$ cat src/hw/rtl/tcs_pkg.sv
// Shared types and constants for the text cell store.
// No dependencies; every other file but tcs_ram imports it.
package tcs_pkg;

    typedef enum logic [2:0] {
        OP_WRITE    = 3'd0,
        OP_MARK     = 3'd1,
        OP_REGION   = 3'd2,
        OP_MARK_ALL = 3'd3,
        OP_COMMIT   = 3'd4,
        OP_QCELL    = 3'd5,
        OP_QLINE    = 3'd6,
        OP_CLEAR    = 3'd7
    } t_op;

    typedef enum logic [2:0] {
        ST_INIT, ST_IDLE, ST_READ, ST_SWEEP, ST_COMMIT, ST_FIN
    } t_state;

    localparam logic [1:0] CFG_ROWS        = 2'd0;
    localparam logic [1:0] CFG_COLS        = 2'd1;
    localparam logic [1:0] CFG_BLANK_ATTR  = 2'd2;
    localparam logic [1:0] CFG_BLANK_COLOR = 2'd3;

    localparam int          CELL_W   = 45;
    localparam logic [20:0] BLANK_CP = 21'h000020;
    localparam logic [6:0]  NO_ROW   = 7'h7F;

    // decoded word passed from the front end to the executor
    typedef struct packed {
        t_op         op;
        logic [5:0]  row;
        logic [6:0]  col;
        logic [5:0]  erow;      // clamped region end
        logic [6:0]  ecol;
        logic [6:0]  rows_m1;   // size in use minus one
        logic [7:0]  cols_m1;
        logic        row_ok;
        logic        col_ok;
        logic        region_ok; // start row within clamped end row
        logic        span_ok;   // start col within clamped end col
        logic [20:0] cp;
        logic [7:0]  attr;
        logic [7:0]  fg;
        logic [7:0]  bg;
    } t_cmd;

endpackage

$ cat src/hw/rtl/tcs_front.sv
// Front end: takes input words, clamps against the size in use, queues them.
// Depends on tcs_pkg.
module tcs_front import tcs_pkg::*; #(
    parameter int MAX_ROWS = 64,
    parameter int MAX_COLS = 128
) (
    input  logic        i_clk,
    input  logic        i_rst_n,
    input  logic        i_in_valid,
    output logic        o_in_stall,
    input  logic [2:0]  i_op,
    input  logic [5:0]  i_row,
    input  logic [6:0]  i_col,
    input  logic [5:0]  i_end_row,
    input  logic [6:0]  i_end_col,
    input  logic [20:0] i_codepoint,
    input  logic [7:0]  i_attr,
    input  logic [7:0]  i_fg,
    input  logic [7:0]  i_bg,
    input  logic [6:0]  i_rows_cfg,
    input  logic [7:0]  i_cols_cfg,
    input  logic        i_busy,
    output logic        o_cmd_valid,
    output t_cmd        o_cmd,
    input  logic        i_pop
);
    t_cmd       r_q [2];
    logic       r_wp, r_rp;
    logic [1:0] r_cnt;
    t_cmd       w_cmd;
    logic       w_push;
    int         er, ec, erow, ecol;

    always_comb begin
        er = (i_rows_cfg == 7'd0) ? 1 :
             (32'(i_rows_cfg) > MAX_ROWS) ? MAX_ROWS : 32'(i_rows_cfg);
        ec = (i_cols_cfg == 8'd0) ? 1 :
             (32'(i_cols_cfg) > MAX_COLS) ? MAX_COLS : 32'(i_cols_cfg);
        erow = (32'(i_end_row) >= er) ? er - 1 : 32'(i_end_row);
        ecol = (32'(i_end_col) >= ec) ? ec - 1 : 32'(i_end_col);
        w_cmd.op        = t_op'(i_op);
        w_cmd.row       = i_row;
        w_cmd.col       = i_col;
        w_cmd.erow      = 6'(erow);
        w_cmd.ecol      = 7'(ecol);
        w_cmd.rows_m1   = 7'(er - 1);
        w_cmd.cols_m1   = 8'(ec - 1);
        w_cmd.row_ok    = 32'(i_row) < er;
        w_cmd.col_ok    = 32'(i_col) < ec;
        w_cmd.region_ok = 32'(i_row) <= erow;
        w_cmd.span_ok   = 32'(i_col) <= ecol;
        w_cmd.cp        = i_codepoint;
        w_cmd.attr      = i_attr;
        w_cmd.fg        = i_fg;
        w_cmd.bg        = i_bg;
    end

    assign o_in_stall  = (r_cnt == 2'd2) || i_busy;
    assign w_push      = i_in_valid && !o_in_stall;
    assign o_cmd_valid = r_cnt != 2'd0;
    assign o_cmd       = r_q[r_rp];

    always_ff @(posedge i_clk) begin
        if (!i_rst_n) begin
            r_wp  <= 1'b0;
            r_rp  <= 1'b0;
            r_cnt <= 2'd0;
        end else begin
            if (w_push) begin
                r_wp <= !r_wp;
            end
            if (i_pop) begin
                r_rp <= !r_rp;
            end
            r_cnt <= r_cnt + 2'(w_push) - 2'(i_pop);
        end
        if (w_push) begin
            r_q[r_wp] <= w_cmd;
        end
    end
endmodule

$ cat config.mk
export PLATFORM = sky130hd
export DESIGN_NAME = tcs_front
export DESIGN_NICKNAME = d
export VERILOG_FILES = /design/src/hw/rtl/tcs_pkg.sv /design/src/hw/rtl/tcs_front.sv
export SDC_FILE = /design/constraint.sdc
export NUM_CORES = 1
export LEC_CHECK = 0
export ABC_AREA = 0
export BUFFER_PORTS_ARGS = -buffer_cell sky130_fd_sc_hd__buf_2
export CAP_MARGIN = 20
export CORE_MARGIN = 5
export CORE_UTILIZATION = 30
export DETAILED_ROUTE_END_ITERATION = 6
export GPL_TIMING_DRIVEN = 0
export SLEW_MARGIN = 40
export SYNTH_ARGS = -nofsm -noshare
export SYNTH_HDL_FRONTEND = slang
export SYNTH_SLANG_ARGS = --single-unit
$ cat constraint.sdc
create_clock -name i_clk -period 7.9 [get_ports i_clk]
set_input_delay 1.185 -clock i_clk [delete_from_list [all_inputs] [get_ports i_clk]]
set_output_delay 1.185 -clock i_clk [all_outputs]
set_load 0.05 [all_outputs]
==> results of run 1 <==
[stage by stage]
step	hold WS [ns]	utilization, %	instances	instance area (um2)
after CTS	0.6092	38.69	1112	10720
after detailed placement	0.5900	36.54	1081	10120
final	0.6012	38.69	1112	10720
after global placement	0.5599	35.42	1069	9812
after global routing	0.6506	38.69	1112	10720
after floorplan	0.5501	-	505	8408
[cell usage in the layout, fill, tap and decap left out, types with 3 or more instances in the layout]
master	synthesis	routed
sky130_fd_sc_hd__clkbuf_16	0	17
sky130_fd_sc_hd__buf_8	0	3
sky130_fd_sc_hd__o21a_1	3	3
sky130_fd_sc_hd__clkbuf_1	11	9
sky130_fd_sc_hd__ha_1	41	41
sky130_fd_sc_hd__buf_2	4	190
sky130_fd_sc_hd__mux2i_1	12	12
sky130_fd_sc_hd__nor2b_1	4	4
sky130_fd_sc_hd__inv_6	0	4
sky130_fd_sc_hd__a21oi_1	14	14
sky130_fd_sc_hd__and2_1	6	6
sky130_fd_sc_hd__nor3_1	4	4
sky130_fd_sc_hd__nand3_1	5	5
sky130_fd_sc_hd__edfxtp_1	186	186
sky130_fd_sc_hd__nand2_1	13	13
sky130_fd_sc_hd__xnor2_1	4	4
sky130_fd_sc_hd__o211ai_1	4	4
sky130_fd_sc_hd__mux2_2	105	105
sky130_fd_sc_hd__inv_1	14	14
sky130_fd_sc_hd__nand2b_1	7	7
sky130_fd_sc_hd__a21o_1	3	3
sky130_fd_sc_hd__dfxtp_1	5	5
sky130_fd_sc_hd__nor2_1	9	7
sky130_fd_sc_hd__buf_16	0	9
sky130_fd_sc_hd__nand4_1	4	4
sky130_fd_sc_hd__o21ai_0	9	9
[how the worst max path moves through the flow]
stage | slack, ns | to | cells after the start | from
6_report | 3.69 | r_q[0][45] | 14 | i_cols_cfg[3]
5_1_grt | 3.43 | r_q[1][45] | 14 | i_cols_cfg[3]
4_1_cts | 3.66 | r_q[0][45] | 14 | i_cols_cfg[3]
3_5_place_dp | 3.23 | r_q[0][45] | 14 | i_cols_cfg[3]
3_3_place_gp | -0.91 | r_q[0][80] | 4 | i_busy
2_1_floorplan | 2.06 | r_q[0][0] | 3 | i_busy
[cells by family after synthesis]
group,after synthesis
multiplexers,118
other,1
AND/OR/NAND/NOR,65
AO/OA/AOI/OAI,53
adder cells (fa/ha/maj),41
XOR/XNOR,5
flip-flops,191
buffers and inverters,30
[per-layer routing]
| metal | GRT usage (%) | up-vias |
|---|---|---|
| met1 | 15.18 | 2428 |
| met2 | 20.93 | 133 |
| met3 | 2.642 | 15 |
| met4 | 3.738 | 0 |
| met5 | 0 | - |
| li1 | - | 2413 |
[worst min-delay path: cells and delay by family, from the launching register on]
| family | cells | cell delay (ns) |
|---|---|---|
| DFF | 1 | 0.33 |
| xor gates and xnor gates | 1 | 0.13 |
| and+or+nand+nor | 1 | 0.11 |
[report_power, final]
part	internal [mW]	switching (mW)
Combinational	0.181	0.372
Clock	0.477	0.393
Sequential	1.18	0.0125
Total	1.84	0.778
[registers in the layout (all words and copies together), names as in the netlist, named ones only]
register  count
r_q         186
r_cnt         2
r_rp          1
r_wp          1
[area by class of cell]
class,count,area (um2)
clock buffer,17,425.4
multi-input combinational,284,2620
clock inverter,14,171.4
buffer,15,63.81
sequential,191,5685
tap,378,473.0
inverter,15,56.30
timing repair buffer,198,1224
fill,2659,16990
==> results.txt, run 1 <==
Yosys attributes the largest share of cell area to sky130_fd_sc_hd__edfxtp_1 (66%), sky130_fd_sc_hd__mux2_2 (14%), sky130_fd_sc_hd__ha_1 (6.1%). The synthesized netlist devotes 4.303% of its cell area to compound gates. The wire length reported by the detailed router is 19.03 mm. The critical path is of the in2reg type. In the finished design, the share of the clock period the worst path needs comes to 53.31%. The clock passes through at most 2 buffers. The post-route clock skew is 0.01305 ns. The tree is rooted in a sky130_fd_sc_hd__clkbuf_16. The static leakage is 4.024 nW. For this design, the slowest cell found on the critical path is sky130_fd_sc_hd__a2111o_1. The highest achievable clock rate is 237.4 MHz. The relative area change from synthesis to final layout is 27.54%. The H-tree level count is 4. The total vias in the final route came out at 4989.

STA classifies the critical path endpoint as a flip-flop. Dividing the detail-routed wire length by the instance count gives 17.11 um. The signal on the critical path passes through buf_2 -> nor4_2 -> a21oi_1 -> inv_1 -> ha_1 -> nor2b_1 -> o21ai_0 -> a21oi_2 -> buf_2 -> mux2i_1 -> ha_1 -> a2111o_1 -> a31o_2 -> o211ai_1. The number of max-slew violations in the final report came out at 0.

The path class of the tightest hold or removal check is reg2reg. The sort of element at the start of the critical path is an input port. The largest net degree at the start of global routing is 19. The run finished with clean final reports. Of the total synthesized cell area, the portion taken by XOR and XNOR cells is 0.5211%.

The share of synthesized cell area in full adder, half adder and majority cells is 6.104%. Detailed routing placed a total of 9.468 mm of wire on met2. At the worst endpoint, the arrival time is 4.44 ns.

The number of routed nets with antenna violations came out at 0. The die width came out at 177.4 um. The global-route wire length before repair is 29.13 mm. The worst IR drop on VDD came out at 0.0001458 V.

The routability congestion estimate came out at 0.7838. The number of antenna violations at the first check in global routing is 0. The setup total negative slack came out at 0 ns.

Overall power consumption after layout is estimated at 2.615 mW. The setup-violating endpoint count in the final report is 0. The worst-skew pair later-pin latency is 0.43 ns. Before antenna repair, the detailed router went through 4 iterations. In this run the top signal layer used is met4. In the synthesized netlist, the cells that appear most often are sky130_fd_sc_hd__edfxtp_1 (186), sky130_fd_sc_hd__mux2_2 (105), sky130_fd_sc_hd__ha_1 (41). The DRC violation count after routing came out at 0. The max-slew headroom at the worst pin came out at 52.06%. The most used flip-flop cell after synthesis is sky130_fd_sc_hd__edfxtp_1. The clock edge transition at the registers on the reported setup and hold paths is 0.07 ns. The number of antenna repair diodes came out at 0.

The combined global-route utilization of all metal layers is 12.09%. The endpoint identified for the worst register-to-register timing path is r_q[1][64]. The part of the Yosys area used for sequential elements came out at 67.65%. Setup repair after global routing left no endpoint under its margin.

The region available for standard cell placement spans 27710 um2. The cell row count came out at 61. The number of setup buffers added after CTS is 0.

The I/O pin count is 189. The most common cell in the synthesized netlist is sky130_fd_sc_hd__edfxtp_1. The setup slack on the worst flop-to-flop path is 5.89 ns. The floorplan die area is 31460 um2. The setup slack at placement is 3.234 ns.

The clock sink count came out at 191. The cell family contributing the most delay on the critical path is compound AO/OA/AOI/OAI gates. Yosys printed 0 warnings. The cell taking the most area after synthesis is sky130_fd_sc_hd__edfxtp_1. The starting utilization of the core area came out at 30.33%. The area fraction of the dominant cell type after synthesis is 66.46%. The post-layout net count is 857.

The total CTS buffers is 17. The number of I/O port buffers is 186. Measured against the total synthesized area, the mux share comes to 15.63%. In this run, the number of DRC markers left after iteration 0 of detailed routing was 242. Post-CTS repair changed the size of 0 cells. The vertical extent of the die is 177.4 um. Using the TritonRoute via totals, the vias-per-cell ratio works out to 4.487. In this run the worst path has a maximum fanout of 10.

The final hold violation count is 0. The number of distinct library cells after synthesis came out at 53. The aggregate global routing overflow came out at 0. Of the cells placed in the final design, the portion with a size suffix greater than 1 is 47.82%. The number of maximum-capacitance violations is 0. The share of flip-flops with an asynchronous set or reset after synthesis is 0%.

The startpoint of the worst register-to-register path is r_cnt[1]. Counting every instance in the synthesized netlist gives 504. The post-synthesis share of cell area spent on and, or, nand and nor gates is 4.347%. The number of enable flip-flop cells after synthesis came out at 186. TritonCTS built the clock tree. By area, the combinational part of the netlist is dominated by multiplexers. In the final routing, the length of wire on met1 measures 8.292 mm.

The number of buffers inserted for hold repair after clock tree synthesis came out at 0. Counting cells, the worst reg-to-reg path comes to 6. At the worst endpoint, the required time is 8.13 ns. The worst hold path stage count is 2.

The synthesized cell area came out at 8404 um2. The startpoint of the tightest hold check path is r_cnt[1]. The number of global-route vias before repair came out at 5305.

The power density over cell area is 243.9 nW/um2. The synthesized area per cell came out at 16.68 um2. The slew of the pin with the lowest slew margin is 0.7191 ns. The hold-critical path endpoint is r_cnt[1].

The combined buffer and inverter count along the critical path is 3. The setup slack of the critical path after layout is 3.689 ns. The met3 wire length came out at 1.009 mm. The largest single stage delay on the critical path is 0.42 ns. The half-perimeter wire length of the detailed placement result is 14.17 mm. The shortest clock period the worst path allows after layout is 4.211 ns. Counting flops and latches in the post-synthesis netlist gives 191.
Note: power is estimated with default switching activity, not from simulation.
==> run 2: changes to the inputs <==
==> constraint.sdc (replaced) <==
create_clock -name i_clk -period 3.45 [get_ports i_clk]
set_input_delay 0.5175 -clock i_clk [delete_from_list [all_inputs] [get_ports i_clk]]
set_output_delay 0.5175 -clock i_clk [all_outputs]
set_load 0.05 [all_outputs]
==> results.txt, run 2 (synthesized netlist as in run 1, its figures left out) <==
The flow ran to the end, and the final reports show no timing, DRC or antenna violations. The worst IR drop on VDD is 0.0002715 V. The H-tree level count is 4. The shortest clock period the worst path allows after layout came out at 3.319 ns. The floorplan step set the die height to 177.4 um. The worst hold path stage count is 1.

The relative area change from synthesis to final layout came out at 27.36%. The clock sink count came out at 191. Leaving out fill and tap cells, the most frequent cells in the layout are sky130_fd_sc_hd__buf_2 (188), sky130_fd_sc_hd__edfxtp_1 (186), sky130_fd_sc_hd__mux2_2 (105). Once layout is complete, the cells apart from fillers number 1114.

The TritonCTS clock tree is built. The worst reg2reg path depth came out at 8. In this run the worst path has a maximum fanout of 10. The max-slew headroom at the worst pin is 49.75%. The core area is 27710 um2. The largest net degree at the start of global routing came out at 20. For the worst setup path, the data arrival time is 3.53 ns. In this run the critical register-to-register path is launched from r_cnt[1]. At the later pin of the worst-skew pair, clock insertion delay measures 0.42 ns. The worst hold path class is in2reg. The post-route clock skew came out at 0.01039 ns. In the final design database the tool counted 858 nets. For this block, the routed nets add up to 19.24 mm of wire. The kind of end point of the critical path is a flip-flop. The share of the core filled with cells in the final layout is 38.64%. The total vias in the final route is 5062. The number of antenna violations at the first check in global routing is 0. The DRC violation count after routing came out at 0.

The buffer depth of the longest clock path is 2. The switching power share of the total came out at 30.79%. The number of I/O port buffers is 186. The die width came out at 177.4 um. The relative contribution of combinational cells to total power is 21.5%. The register with the most flip-flops in the final layout is r_q. In the routed layout, each cell is associated on average with a via count of 4.544. The type of the worst setup path is in2reg. The CTS root buffer is sky130_fd_sc_hd__clkbuf_16. In the finished design, the share of the clock period the worst path needs comes to 96.20%. The starting utilization of the core area is 30.33%. The number of max-slew violations in the final report came out at 0. The number of flip-flops in the largest register is 186.

The worst register-to-register path ends at r_cnt[1]. The area of combinational cells with multiple inputs came out at 2633 um2. The worst hold path begins at i_codepoint[6].

The number of global-route vias before repair is 5145. The routability congestion estimate came out at 0.8257. The combined global-route utilization of all metal layers came out at 12.02%.

The power density over cell area is 550.7 nW/um2. The number of routed nets with antenna violations came out at 0. The number of maximum-capacitance violations is 0.

The sequential power share is 46.3%. For the pin with the worst max-slew slack, the measured transition is 0.7538 ns. The setup slack on the worst flop-to-flop path is 1.45 ns. The number of antenna repair diodes came out at 0.

Internal power comes to 4.080 mW. In the final layout, the registers with the most flip-flops are r_q x186, r_cnt x2. Summed over all cells, the static leakage comes to 4.021 nW.

The total placed cells including tap cells came out at 1081. The total CTS buffers came out at 17. The DRC marker count from the first detailed-route iteration came out at 183. In this run, the clock network consumes 32.2% of the power. The fraction of final layout cells sized beyond drive strength 1 came out at 48.10%. The aggregate global routing overflow came out at 0. The global-route wire length before repair came out at 28.92 mm. Derived from the worst setup path, the maximum achievable clock frequency is 301.3 MHz. In this run the count of I/O pins placed on the die edge is 189. The library cell used most frequently in the layout, excluding fill and tap cells, is sky130_fd_sc_hd__buf_2. The sequential cell area in the final layout is 5685 um2. The half-perimeter wire length of the detailed placement result came out at 14.35 mm. The length of the first detailed-routing pass in iterations came out at 4.

The worst hold path terminates at r_q[1][30]. The final hold violation count is 0. Row generation in the floorplan step produced 61 rows. STA classifies the critical path startpoint as an input port.

The wire length per cell came out at 17.27 um. The fill cell instance count of the final layout came out at 2645. Setup violations remaining at the end of the flow were counted as 0. For this design the total switching power over the nets is 1.815 mW.

Setup repair after global routing left no endpoint under its margin. The floorplan die area is 31460 um2. The clock edge transition at the registers on the reported setup and hold paths is 0.08 ns. STA puts the critical path data required time at 3.66 ns.
==> run 2: cell count changes in the layout (fill, tap and decap cells not counted), moves of 2 or more <==
| cell | previous run | this run |
|---|---|---|
| sky130_fd_sc_hd__clkinv_8 | 1 | 3 |
| sky130_fd_sc_hd__bufinv_16 | 2 | 0 |
| sky130_fd_sc_hd__buf_8 | 3 | 5 |
| sky130_fd_sc_hd__buf_2 | 190 | 188 |
| sky130_fd_sc_hd__buf_16 | 9 | 7 |
==> run 2: stage by stage <==
| step | setup WS [ns] | hold WS (ns) | TNS (ns) | total power, mW | cell area (um2) |
|---|---|---|---|---|---|
| 4_1_cts | 0.01860 | 0.2486 | 0 | 6.006 | 10690 |
| 3_5_place_dp | -0.6422 | 0.5818 | -1.713 | 4.064 | 10100 |
| 2_1_floorplan | -0.1751 | 0.5546 | -30.88 | 3.680 | 8416 |
| 6_report | 0.1311 | 0.2802 | 0 | 5.895 | 10700 |
| 5_1_grt | 0.007765 | 0.2478 | 0 | 6.183 | 10700 |
| 3_3_place_gp | -2.099 | 0.5663 | -390.92 | 4.015 | 9819 |
==> run 2: layout make-up <==
type / count / area share (%)
clock inverters: 14 / 1.379
flip-flops and latches: 191 / 53.12
clock buffers: 18 / 4.009
plain buffers: 15 / 0.6897
well taps: 378 / 4.418
inverters: 15 / 0.5260
multi-input cells: 284 / 24.59
repair buffers: 199 / 11.27
==> run 2: worst max-delay path by stage <==
stage             startpoint    endpoint  depth (start not counted)
2_1_floorplan         i_busy   r_q[0][0]                          3
3_3_place_gp          i_busy  r_q[0][78]                          4
3_5_place_dp   i_cols_cfg[3]  r_q[0][45]                         14
4_1_cts        i_cols_cfg[3]  r_q[0][45]                         14
5_1_grt        i_cols_cfg[3]  r_q[1][45]                         14
6_report       i_cols_cfg[3]  r_q[0][45]                         14
==> run 2: what timing repair did <==
action	4_1_cts	5_1_grt
gates resized for setup	1	5
pin swaps	1	1
endpoints found under the setup margin	2	4
hold buffers	0	0
gates cloned	0	0
setup buffers	1	0
==> run 2: power by group through the flow <==
stage / Sequential (mW) / Combinational (mW) / Clock, mW
2_1_floorplan: 2.78 / 0.896 / 0
3_3_place_gp: 2.80 / 1.22 / 0
3_5_place_dp: 2.78 / 1.28 / 0
4_1_cts: 2.73 / 1.29 / 1.99
5_1_grt: 2.74 / 1.36 / 2.09
6_report: 2.73 / 1.27 / 1.90
==> run 2: per-layer routing <==
layer	part of all wire, %	routed length, um	vias to the layer above	global-route usage (%)
li1	-	-	2420	-
met1	45	8589	2495	15.64
met2	48	9250	134	19.75
met3	5.9	1127	13	2.940
met4	1.4	276	0	4.093
met5	0	0	-	0
==> run 2: worst max-delay path, stage by stage <==
cell and delay (ns):
sky130_fd_sc_hd__buf_2 0.16, sky130_fd_sc_hd__nor4_4 0.34, sky130_fd_sc_hd__a21oi_2 0.17, sky130_fd_sc_hd__inv_1 0.10, sky130_fd_sc_hd__ha_1 0.22, sky130_fd_sc_hd__nor2b_1 0.11, sky130_fd_sc_hd__o21ai_0 0.15, sky130_fd_sc_hd__a21oi_2 0.21
sky130_fd_sc_hd__buf_6 0.19, sky130_fd_sc_hd__mux2i_1 0.28, sky130_fd_sc_hd__ha_1 0.31, sky130_fd_sc_hd__a2111o_1 0.41, sky130_fd_sc_hd__a31o_2 0.21, sky130_fd_sc_hd__o211ai_1 0.13
